File: src/rtl/lrc_pkg.sv
// Shared types and constants of the LRU result cache.
// Request and response words, controller commands and status, state codes.
// No dependencies.
`default_nettype none

package lrc_pkg;

  localparam int KEY_W  = 64;
  localparam int VAL_W  = 32;
  localparam int STAT_W = 32;

  // operation codes carried in the func field
  localparam logic FUNC_GET = 1'b0;
  localparam logic FUNC_PUT = 1'b1;

  typedef struct packed {
    logic             func;
    logic [KEY_W-1:0] key_tag;
    logic [VAL_W-1:0] value_in;
  } lrc_req_t;

  typedef struct packed {
    logic              hit;
    logic [VAL_W-1:0]  value_out;
    logic              evicted;
    logic [KEY_W-1:0]  evicted_key;
    logic [STAT_W-1:0] lookup_count;
    logic [STAT_W-1:0] hit_count;
  } lrc_rsp_t;

  typedef enum logic [2:0] {
    ST_IDLE,
    ST_SCAN,
    ST_APPLY,
    ST_UPDATE,
    ST_REPORT
  } lrc_state_t;

  // commands from controller to datapath
  typedef struct packed {
    logic load;    // capture request word, clear search results
    logic scan;    // run the tag and rank search pass
    logic apply;   // hit/insert decision and key/value writes
    logic update;  // run the rank aging pass
    logic finish;  // register the response word
  } lrc_ctl_t;

  typedef struct packed {
    logic pass_done;
  } lrc_stat_t;

endpackage

`default_nettype wire

File: src/rtl/lru_result_cache.sv
// Top level of the fully associative LRU result cache.
// Depends on lrc_pkg, lrc_ctrl, lrc_datapath (and lrc_ram below it).
//
//   channel   ports            handshake
//   request   req (lrc_req_t)  taken at a clock edge with start high, busy low
//   response  rsp (lrc_rsp_t)  valid for the one cycle that done is high
//
// Each word runs a search pass and a rank aging pass, and a new word is taken
// only after done for the last one: both passes walk every entry through the single
// read port of the key and rank memories, one entry per cycle.
// Synchronous reset clears the valid bits, counters and controller; no
// memory clearing pass is needed. The response side cannot stall.
`default_nettype none

module lru_result_cache #(
  parameter int CAPACITY = 16
) (
  input  wire logic              clk,
  input  wire logic              rst,
  input  wire logic              start,
  input  wire lrc_pkg::lrc_req_t req,
  output logic                   busy,
  output logic                   done,
  output lrc_pkg::lrc_rsp_t      rsp
);

  import lrc_pkg::*;

  lrc_ctl_t  ctl;
  lrc_stat_t stat;

  lrc_ctrl u_ctrl (
    .clk   (clk),
    .rst   (rst),
    .start (start),
    .stat  (stat),
    .ctl   (ctl),
    .busy  (busy),
    .done  (done)
  );

  lrc_datapath #(.CAPACITY(CAPACITY)) u_dp (
    .clk  (clk),
    .rst  (rst),
    .ctl  (ctl),
    .req  (req),
    .stat (stat),
    .rsp  (rsp)
  );

  // a word in flight keeps the block busy through its response
  a_done_busy: assert property (@(posedge clk) disable iff (rst) done |-> busy)
    else $error("done without busy");

  a_accept_busy: assert property (@(posedge clk) disable iff (rst)
    (start && !busy) |=> busy)
    else $error("accepted word did not raise busy");

  a_done_pulse: assert property (@(posedge clk) disable iff (rst) done |=> !done)
    else $error("done held longer than one cycle");

  // eviction only comes from a put that missed
  a_evict_miss: assert property (@(posedge clk) disable iff (rst)
    (done && rsp.evicted) |-> !rsp.hit)
    else $error("eviction reported on a hit");

  a_miss_zero: assert property (@(posedge clk) disable iff (rst)
    (done && !rsp.hit) |-> (rsp.value_out == '0))
    else $error("value returned on a miss");

endmodule

`default_nettype wire

File: src/rtl/lrc_ram.sv
// Generic simple dual-port RAM: one write port, one read port with
// registered read data that holds while no read is issued. No dependencies.
`default_nettype none

module lrc_ram #(
  parameter int WIDTH = 32,
  parameter int DEPTH = 16
) (
  input  wire logic                                  clk,
  input  wire logic                                  we,
  input  wire logic [(DEPTH > 1 ? $clog2(DEPTH) : 1)-1:0] waddr,
  input  wire logic [WIDTH-1:0]                      wdata,
  input  wire logic                                  re,
  input  wire logic [(DEPTH > 1 ? $clog2(DEPTH) : 1)-1:0] raddr,
  output logic      [WIDTH-1:0]                      rdata
);

  logic [WIDTH-1:0] mem [DEPTH];

  always_ff @(posedge clk) begin
    if (we) begin
      mem[waddr] <= wdata;
    end
    if (re) begin
      rdata <= mem[raddr];
    end
  end

endmodule

`default_nettype wire

File: src/rtl/lrc_ctrl.sv
// Sequencing controller of the LRU result cache.
// Depends on lrc_pkg (state enum, command and status structs).
`default_nettype none

module lrc_ctrl (
  input  wire logic              clk,
  input  wire logic              rst,
  input  wire logic              start,
  input  wire lrc_pkg::lrc_stat_t stat,
  output lrc_pkg::lrc_ctl_t      ctl,
  output logic                   busy,
  output logic                   done
);

  import lrc_pkg::*;

  lrc_state_t state, state_next;

  always_ff @(posedge clk) begin
    if (rst) begin
      state <= ST_IDLE;
    end else begin
      state <= state_next;
    end
  end

  always_comb begin
    state_next = state;
    ctl        = '0;
    busy       = 1'b1;
    done       = 1'b0;
    unique case (state)
      ST_IDLE: begin
        busy = 1'b0;
        if (start) begin
          ctl.load   = 1'b1;
          state_next = ST_SCAN;
        end
      end
      ST_SCAN: begin
        ctl.scan = 1'b1;
        if (stat.pass_done) begin
          state_next = ST_APPLY;
        end
      end
      ST_APPLY: begin
        ctl.apply  = 1'b1;
        state_next = ST_UPDATE;
      end
      ST_UPDATE: begin
        ctl.update = 1'b1;
        if (stat.pass_done) begin
          ctl.finish = 1'b1;
          state_next = ST_REPORT;
        end
      end
      ST_REPORT: begin
        done       = 1'b1;
        state_next = ST_IDLE;
      end
      default: begin
        state_next = ST_IDLE;
      end
    endcase
  end

endmodule

`default_nettype wire

File: src/rtl/lrc_datapath.sv
// Datapath of the LRU result cache: key, value and rank memories, valid
// bits, the entry pass pipeline, search registers and counters.
// Depends on lrc_pkg and lrc_ram.
`default_nettype none

module lrc_datapath #(
  parameter int CAPACITY = 16
) (
  input  wire logic               clk,
  input  wire logic               rst,
  input  wire lrc_pkg::lrc_ctl_t  ctl,
  input  wire lrc_pkg::lrc_req_t  req,
  output lrc_pkg::lrc_stat_t      stat,
  output lrc_pkg::lrc_rsp_t       rsp
);

  import lrc_pkg::*;

  localparam int IDX_W = (CAPACITY > 1) ? $clog2(CAPACITY) : 1;
  localparam int CNT_W = $clog2(CAPACITY + 1);
  localparam logic [CNT_W-1:0] CNT_END = CNT_W'(CAPACITY);

  // pass pipeline: cnt issues reads, pend_* tracks the entry whose data is back
  logic [CNT_W-1:0] cnt;
  logic             pend_vld;
  logic [IDX_W-1:0] pend_idx;
  logic             issue;

  logic [CAPACITY-1:0] valid;
  logic [STAT_W-1:0]   lookups;
  logic [STAT_W-1:0]   hits;

  lrc_req_t req_q;

  // search results
  logic             match_found, vic_found, free_found;
  logic [IDX_W-1:0] match_idx, vic_idx, free_idx;
  logic [IDX_W-1:0] match_rank, vic_rank;
  logic [KEY_W-1:0] vic_key;

  // rank update plan
  logic             upd_en, upd_all;
  logic [IDX_W-1:0] upd_target, upd_old;

  logic             hit_q, evict_q;
  logic [KEY_W-1:0] evkey_q;

  // memory ports
  logic             key_we, key_re, val_we, val_re, rank_we, rank_re;
  logic [IDX_W-1:0] key_waddr, val_waddr, val_raddr, rank_waddr, rd_addr;
  logic [KEY_W-1:0] key_rd;
  logic [VAL_W-1:0] val_rd;
  logic [IDX_W-1:0] rank_rd, rank_wdata;

  logic             is_get, ins;
  logic [IDX_W-1:0] slot;
  logic             pend_valid, key_eq;

  assign is_get     = (req_q.func == FUNC_GET);
  assign ins        = !is_get && !match_found;
  assign slot       = free_found ? free_idx : vic_idx;
  assign issue      = (ctl.scan || ctl.update) && (cnt < CNT_END);
  assign rd_addr    = cnt[IDX_W-1:0];
  assign pend_valid = valid[pend_idx];
  assign key_eq     = (key_rd == req_q.key_tag);

  assign stat.pass_done = (cnt == CNT_END) && !pend_vld;

  always_comb begin
    key_re     = ctl.scan && (cnt < CNT_END);
    rank_re    = issue;
    key_we     = ctl.apply && ins;
    key_waddr  = slot;
    val_we     = ctl.apply && !is_get;
    val_waddr  = match_found ? match_idx : slot;
    val_re     = ctl.apply && is_get && match_found;
    val_raddr  = match_idx;
    rank_waddr = pend_idx;
    rank_we    = 1'b0;
    rank_wdata = '0;
    if (ctl.update && pend_vld && upd_en) begin
      if (pend_idx == upd_target) begin
        rank_we = 1'b1;
      end else if (pend_valid && (upd_all || rank_rd < upd_old)) begin
        rank_we    = 1'b1;
        rank_wdata = rank_rd + 1'b1;
      end
    end
  end

  lrc_ram #(.WIDTH(KEY_W), .DEPTH(CAPACITY)) u_key_ram (
    .clk   (clk),
    .we    (key_we),
    .waddr (key_waddr),
    .wdata (req_q.key_tag),
    .re    (key_re),
    .raddr (rd_addr),
    .rdata (key_rd)
  );

  lrc_ram #(.WIDTH(VAL_W), .DEPTH(CAPACITY)) u_val_ram (
    .clk   (clk),
    .we    (val_we),
    .waddr (val_waddr),
    .wdata (req_q.value_in),
    .re    (val_re),
    .raddr (val_raddr),
    .rdata (val_rd)
  );

  lrc_ram #(.WIDTH(IDX_W), .DEPTH(CAPACITY)) u_rank_ram (
    .clk   (clk),
    .we    (rank_we),
    .waddr (rank_waddr),
    .wdata (rank_wdata),
    .re    (rank_re),
    .raddr (rd_addr),
    .rdata (rank_rd)
  );

  // control state
  always_ff @(posedge clk) begin
    if (rst) begin
      cnt         <= '0;
      pend_vld    <= 1'b0;
      valid       <= '0;
      lookups     <= '0;
      hits        <= '0;
      match_found <= 1'b0;
      vic_found   <= 1'b0;
      free_found  <= 1'b0;
      upd_en      <= 1'b0;
      upd_all     <= 1'b0;
      hit_q       <= 1'b0;
      evict_q     <= 1'b0;
    end else begin
      if (ctl.load) begin
        cnt         <= '0;
        pend_vld    <= 1'b0;
        match_found <= 1'b0;
        vic_found   <= 1'b0;
        free_found  <= 1'b0;
      end
      if (ctl.scan || ctl.update) begin
        pend_vld <= issue;
        if (issue) begin
          cnt <= cnt + 1'b1;
        end
      end
      if (ctl.scan && pend_vld) begin
        if (pend_valid && key_eq && !match_found) begin
          match_found <= 1'b1;
        end
        if (pend_valid && (!vic_found || rank_rd >= vic_rank)) begin
          vic_found <= 1'b1;
        end
        if (!pend_valid && !free_found) begin
          free_found <= 1'b1;
        end
      end
      if (ctl.apply) begin
        cnt      <= '0;
        pend_vld <= 1'b0;
        hit_q    <= match_found;
        evict_q  <= ins && !free_found;
        upd_en   <= !is_get || match_found;
        upd_all  <= ins;
        if (is_get) begin
          lookups <= lookups + 1'b1;
          if (match_found) begin
            hits <= hits + 1'b1;
          end
        end
        if (ins) begin
          valid[slot] <= 1'b1;
        end
      end
    end
  end

  // payload registers
  always_ff @(posedge clk) begin
    if (ctl.load) begin
      req_q <= req;
    end
    if (ctl.scan || ctl.update) begin
      if (issue) begin
        pend_idx <= rd_addr;
      end
    end
    if (ctl.scan && pend_vld) begin
      if (pend_valid && key_eq && !match_found) begin
        match_idx  <= pend_idx;
        match_rank <= rank_rd;
      end
      if (pend_valid && (!vic_found || rank_rd >= vic_rank)) begin
        vic_idx  <= pend_idx;
        vic_rank <= rank_rd;
        vic_key  <= key_rd;
      end
      if (!pend_valid && !free_found) begin
        free_idx <= pend_idx;
      end
    end
    if (ctl.apply) begin
      evkey_q    <= vic_key;
      upd_target <= match_found ? match_idx : slot;
      upd_old    <= match_rank;
    end
    if (ctl.finish) begin
      rsp.hit          <= hit_q;
      rsp.value_out    <= (is_get && hit_q) ? val_rd : '0;
      rsp.evicted      <= evict_q;
      rsp.evicted_key  <= evict_q ? evkey_q : '0;
      rsp.lookup_count <= lookups;
      rsp.hit_count    <= hits;
    end
  end

endmodule

`default_nettype wire

File: config.mk
export PLATFORM = sky130hd
export DESIGN_NAME = lru_result_cache
export DESIGN_NICKNAME = d
export VERILOG_FILES = /design/src/rtl/lrc_pkg.sv /design/src/rtl/lru_result_cache.sv /design/src/rtl/lrc_ram.sv /design/src/rtl/lrc_ctrl.sv /design/src/rtl/lrc_datapath.sv
export SDC_FILE = /design/constraint.sdc
export NUM_CORES = 2
export LEC_CHECK = 0
export BUFFER_PORTS_ARGS = -buffer_cell sky130_fd_sc_hd__buf_4
export CAP_MARGIN = 20
export CORE_MARGIN = 3
export CORE_UTILIZATION = 60
export DETAILED_ROUTE_END_ITERATION = 10
export GPL_TIMING_DRIVEN = 0
export PLACE_DENSITY = 0.76
export SLEW_MARGIN = 20
export SYNTH_ARGS = -nofsm -noshare
export SYNTH_HDL_FRONTEND = slang
export SYNTH_SLANG_ARGS = --single-unit
File: constraint.sdc
create_clock -name clk -period 12 [get_ports clk]
set_input_delay 1.2 -clock clk [delete_from_list [all_inputs] [get_ports clk]]
set_output_delay 1.2 -clock clk [all_outputs]
set_load 0.1 [all_outputs]
; Yosys cells after proc, flatten, opt, wreduce, memory -nomap -nowiden
; Memories as Yosys holds them, arrays and structs flattened. A register that Yosys moved wholly into a read port is not among the register bits.
; Cells that the tools add are included.
[totals]
inputBits = 100
wordCells = 140
mem_count = 3
regBits = 515
output_inout_bits = 164
mem_bits_rw = 1600
[classes]
order_cmp = 6
n_reduce_logical = 39
n_addsub = 4
mux = 44
eq_ne = 10
bitwise = 2
[memory_table]
columns = memory, depth, width, rd, rd_ports_with_merged_regs, write_ports, line
row1 = u_dp.u_key_ram.mem, 16, 64, 1, 1, 1, lrc_ram.sv:18  ; logic [WIDTH-1:0] mem [DEPTH];
row2 = u_dp.u_val_ram.mem, 16, 32, 1, 1, 1, lrc_ram.sv:18
row3 = u_dp.u_rank_ram.mem, 16, 4, 1, 1, 1, lrc_ram.sv:18
[ops]
columns = op, count
row1 = 32-bit by 1-bit adder with 32-bit output (second input constant), 2
row2 = 64-bit == test, 1
row3 = 1-bit 2-to-1 mux, 29
row4 = 4-bit 2-to-1 mux, 5
row5 = 1-bit logical AND, 19
row6 = 16-bit bitwise OR, 1
row7 = 5-bit 2-to-1 mux, 3
row8 = 3-bit one-hot mux with 4 select lines, 1
row9 = 2-bit AND reduction, 6
row10 = 4-bit by 5-bit less-than comparator with 1-bit output (second input constant), 2
row11 = 3-bit 2-to-1 mux, 3
row12 = 3-bit by 2-bit == test with 1-bit output (second input constant), 2
row13 = 2-bit inequality test (second input constant), 3
row14 = 3-bit AND reduction, 2
row15 = 5-bit by 1-bit adder with 5-bit output (second input constant), 1
row16 = 5-bit == test (second input constant), 1
row17 = 1-bit logical NOT, 5
row18 = 5-bit less-than comparator (second input constant), 1
row19 = 4-bit by 1-bit adder with 4-bit output (second input constant), 1
row20 = 1-bit binary-select mux with 4-bit select, 1
row21 = 1-bit demux with 4-bit select, 1
row22 = 4-bit == test, 1
row23 = 4-bit by 1-bit >= comparator with 1-bit output (second input constant), 1
row24 = 4-bit >= comparator, 1
row25 = other kinds (9), 12

; Longest topological paths before layout
[depth]
depth_word = 9
mapped_depth = 9
mapped_depth_nobuf = 8

; By module
; Synthesis repeated with hierarchy kept, for this count alone.
[unflattened]
cells_unflattened = 3768
hier_area_um2 = 81638.3
[modules_own_cells]
columns = mod, area_per_inst_um2, cells_each, seq_area_each_um2, n_inst
row1 = lrc_ram at u_dp.u_key_ram, 40222.3, 1647, 32671.3, 1
row2 = lrc_ram at u_dp.u_val_ram, 20174.3, 838, 16335.7, 1
row3 = lrc_datapath, 18351.4, 1134, 14443.9, 1
row4 = lrc_ram at u_dp.u_rank_ram, 2706.3, 130, 2042.0, 1
row5 = lrc_ctrl, 183.9, 19, 60.1, 1

; Least setup slack after synthesis
; Ideal clock, no wire load.
[synth_path]
path_type = register to register
start = reg u_dp.cnt[1]
end = reg u_dp.rsp[0] (netlist name)
period_less_slack_ns = 8.864
setup_time_ns = 0.687
arrival_time_ns = 8.177
required_time_ns = 11.313
stages_incl_launch_ff = 9
slack_ns = 3.136
n_path_buf = 3
path_cell_list = dfxtp_1 -> clkbuf_1 -> buf_1 -> clkbuf_1 -> inv_1 -> ha_1 -> nor4bb_1 -> nand3b_1 -> nor2_1
[synth_lines]
columns = element, line
row1 = from (decl), lrc_datapath.sv:24  ; logic [CNT_W-1:0] cnt;
row2 = from (signal assigned), lrc_datapath.sv:147  ; cnt <= cnt + 1'b1;

; Worst setup path in the final report
[layout_path]
start = reg u_ctrl.state[1]
end = mem u_dp.u_key_ram.mem[11][41] (netlist name) (enable)
[layout_between]
elab_chain_len = 5
[layout_lines]
columns = element, line
row1 = from (decl), lrc_ctrl.sv:17  ; lrc_state_t state, state_next;
row2 = from (signal assigned), lrc_ctrl.sv:23  ; state <= state_next;
row3 = 3-bit by 2-bit == test with 1-bit output, lrc_ctrl.sv:32  ; unique case (state)
row4 = 1-bit 2-to-1 mux, lrc_ctrl.sv:32
row5 = 1-bit logical AND, lrc_datapath.sv:72  ; key_we = ctl.apply && ins;
row6 = 1-bit 2-to-1 mux, lrc_ram.sv:21  ; if (we) begin
row7 = 1-bit 2-to-1 mux (not written as such), lrc_ram.sv:22  ; mem[waddr] <= wdata;
row8 = to (decl), lrc_ram.sv:18
; No other way between the ends.

==> results.cfg <==
[run_status]
status = completed

[pwr]
p_leak_uw = 0.0304
power_density_nw_per_um2 = 161
vdd_drop_max_uv = 144

[drt]
vias = 41400
wl_per_cell_um = 34.6
first_pass_iters = 9
drt_first_iter_violations = 6172
via_per_inst = 6.79
drcViolationCount = 0
ant_nets = 0
wirelength_mm = 211

[clock_network]
post_cts_resized = 0
htree_num_levels = 4
clk_pin_slew_ns = 0.07
post_cts_buffers = 0
clk_path_buf_depth = 3
hold_buffers = 0
cts_tree = built
cts_buffers = 207
worst_skew_pair.late_latency_ns = 0.85
cts_root_buf = clkbuf_16
clkSinkCount = 2215

[timing]
hold_viol = 0
rsz0062_at_grt = false
clock_skew_ns = 0.0443
period_minus_slack_ns = 4.73
timing.slew.headroom_pct = 21.8
holdWs_ns = 0.395
period_share_pct = 39.4
setup_violations = 0
slew_viol_final = 0
worstMarginPinSlew_ns = 1.17
fmax_mhz = 211

[yosys]
syn-mean-instance-area_um2 = 22.9
synthCells = 3577
yosys_most_used_dff = edfxtp_1
syn-cell-area_um2 = 81800
ys_async_sr_fraction_pct = 0
yosysUniqueCellTypes = 52
ys_seq_area_share_pct = 80.2
synth_seq_cells = 2215
ys_warn_count = 0
synth_edf_count = 2119
synth_nets = 3689

[setup_path]
cp-start-kind = register
crit_fanout = 49
worst-endpoint-required_ns = 12.52
cp.arrival_ns = 5.25
path_class = register to register
cp-end-kind = register

[placed_design]
routabilityCongestion = 0.817
numPortBuffers = 262
hpwl_mm = 125
dp.cells = 5718

[run]
maxCapViolCount = 0

[global_route]
antenna_found_initial = 9
grt_pass1_wl_mm = 301
overflow = 0
grt_max_degree = 51
grt_usage_pct = 30.4
grt_pass1_vias = 41700

[die]
die_area_um2 = 141000
core_um2 = 134000
io_pins = 264
die_h_um = 375
die-width_um = 375
rows = 134
start_util_pct = 60.8

[cells_and_area]
syn_to_final_growth_pct = 16.9
nNetsFinal = 4273
multiInputGateArea_um2 = 15800
layout_commonest_cell = edfxtp_1
drive_gt1_share_pct = 29.5
regArea_um2 = 65600
nFillCells = 7328
final_cell_mix = 2119 x edfxtp_1, 504 x mux4_2, 263 x buf_4
fin_cells = 6104

[hold_path]
hold_class = register to register
-- per-layer routing --
metal / wire [µm] / vias up / GRT usage (%)
met3: 22500 / 565 / 6.53
met4: 9350 / 2 / 12.2
met2: 106000 / 3306 / 50.0
met5: 7 / - / 0
met1: 73000 / 21500 / 40.2
li1: - / 16000 / -
-- worst max-delay path, cell delays in order (launching register included) --
cell	delay, ns
dfxtp_1	0.32
buf_2	0.28
nand2b_1	0.20
or2_2	0.32
clkbuf_1	0.28
inv_6	0.37
buf_16	0.33
nand2_1	0.19
nor2_1	0.39
nand2_1	0.36
nor2_4	0.63
buf_12	0.27
buf_16	0.20
buf_16	0.19
-- flip-flops by register name, indices dropped and copies added (netlist names), 64 cells and up --
name and cells:
u_dp.vic_key 64, u_dp.u_key_ram.rdata 64, u_dp.req_q 97, u_dp.u_key_ram.mem 1024, u_dp.u_rank_ram.mem 64, u_dp.evkey_q 64, u_dp.rsp 162, u_dp.u_val_ram.mem 512
-- path summary, 6_finish.rpt --
check | start | to | slack [ns] | cells after the start
setup / recovery | u_ctrl.state[1]$_SDFFE_PP0P_ | u_dp.u_key_ram.mem[11][41]$_DFFE_PP_ | 7.27 | 13
hold / removal | u_dp.vic_key[31]$_DFFE_PP_ | u_dp.evkey_q[31]$_DFFE_PN_ | 0.40 | 0
setup reg to reg | u_ctrl.state[1]$_SDFFE_PP0P_ | u_dp.u_key_ram.mem[11][41]$_DFFE_PP_ | 7.27 | 13
hold reg to reg | u_dp.vic_key[31]$_DFFE_PP_ | u_dp.evkey_q[31]$_DFFE_PN_ | 0.40 | 0
-- cells in the mapped netlist, types with 3 or more instances --
cell	count	area share, %
buf_1	13	0.060
or3_1	15	0.11
a21oi_1	43	0.26
ha_1	12	0.18
xnor2_1	36	0.39
nand4_1	27	0.21
o21ai_0	19	0.12
nor3_1	11	0.067
and4_1	8	0.086
nand2_1	60	0.28
clkbuf_1	95	0.44
nand2b_1	14	0.11
inv_1	31	0.14
o22ai_1	4	0.031
or4_1	3	0.028
dfxtp_1	96	2.4
buf_2	44	0.27
nor2b_1	7	0.054
nor2_1	130	0.60
and2_1	100	0.77
mux2_2	5	0.069
and3_1	7	0.054
xor2_1	75	0.80
or2_2	4	0.031
mux4_2	504	14
nand3_1	23	0.14
nor4_1	37	0.28
edfxtp_1	2119	78
mux2i_1	8	0.098
-- cells by family (layout without fill, tap and decap cells) --
| kind of cell | after synthesis | in the layout | share of synthesized area [%] |
|---|---|---|---|
| adder cells (fa/ha/maj) | 12 | 12 | 0.184 |
| flip-flops | 2215 | 2215 | 80.2 |
| AND/OR/NAND/NOR | 453 | 453 | 2.89 |
| buffers and inverters | 185 | 941 | 0.921 |
| XOR/XNOR | 111 | 111 | 1.19 |
| multiplexers | 517 | 517 | 14.0 |
| AO/OA/AOI/OAI | 84 | 84 | 0.597 |
| other | 0 | 3 | 0 |
-- metrics by stage --
| step | area [µm²] | setup WS (ns) | setup TNS (ns) | util, % | power [µW] |
|---|---|---|---|---|---|
| after floorplan | 81800 | 3.14 | 0 | - | 8920 |
| after global routing | 95600 | 7.21 | 0 | 71.1 | 15800 |
| after global placement | 85900 | -2.23 | -356.37 | 63.9 | 9090 |
| final | 95600 | 7.27 | 0 | 71.1 | 15400 |
| after detailed placement | 88900 | 7.58 | 0 | 66.1 | 9110 |
| after CTS | 95500 | 7.37 | 0 | 71.1 | 15500 |
-- where the power goes --
group	switching (µW)	internal [µW]	total [µW]	leakage (µW)
combinational	211	164	374	0.00705
clock	2870	3600	6470	0.00324
sequential	100	8490	8590	0.0201
total	3180	12200	15400	0.0304
-- final cells by class --
| class | count | share of cell area (%) |
|---|---|---|
| diodes | 3 | 0.00785 |
| plain buffers | 153 | 0.673 |
| clock buffers | 255 | 5.67 |
| clock inverters | 126 | 1.28 |
| inverters | 32 | 0.139 |
| multi-input cells | 1177 | 16.5 |
| flip-flops and latches | 2215 | 68.6 |
| well taps | 1768 | 2.31 |
| repair buffers | 375 | 4.86 |
(Power assumes the default switching activity.)
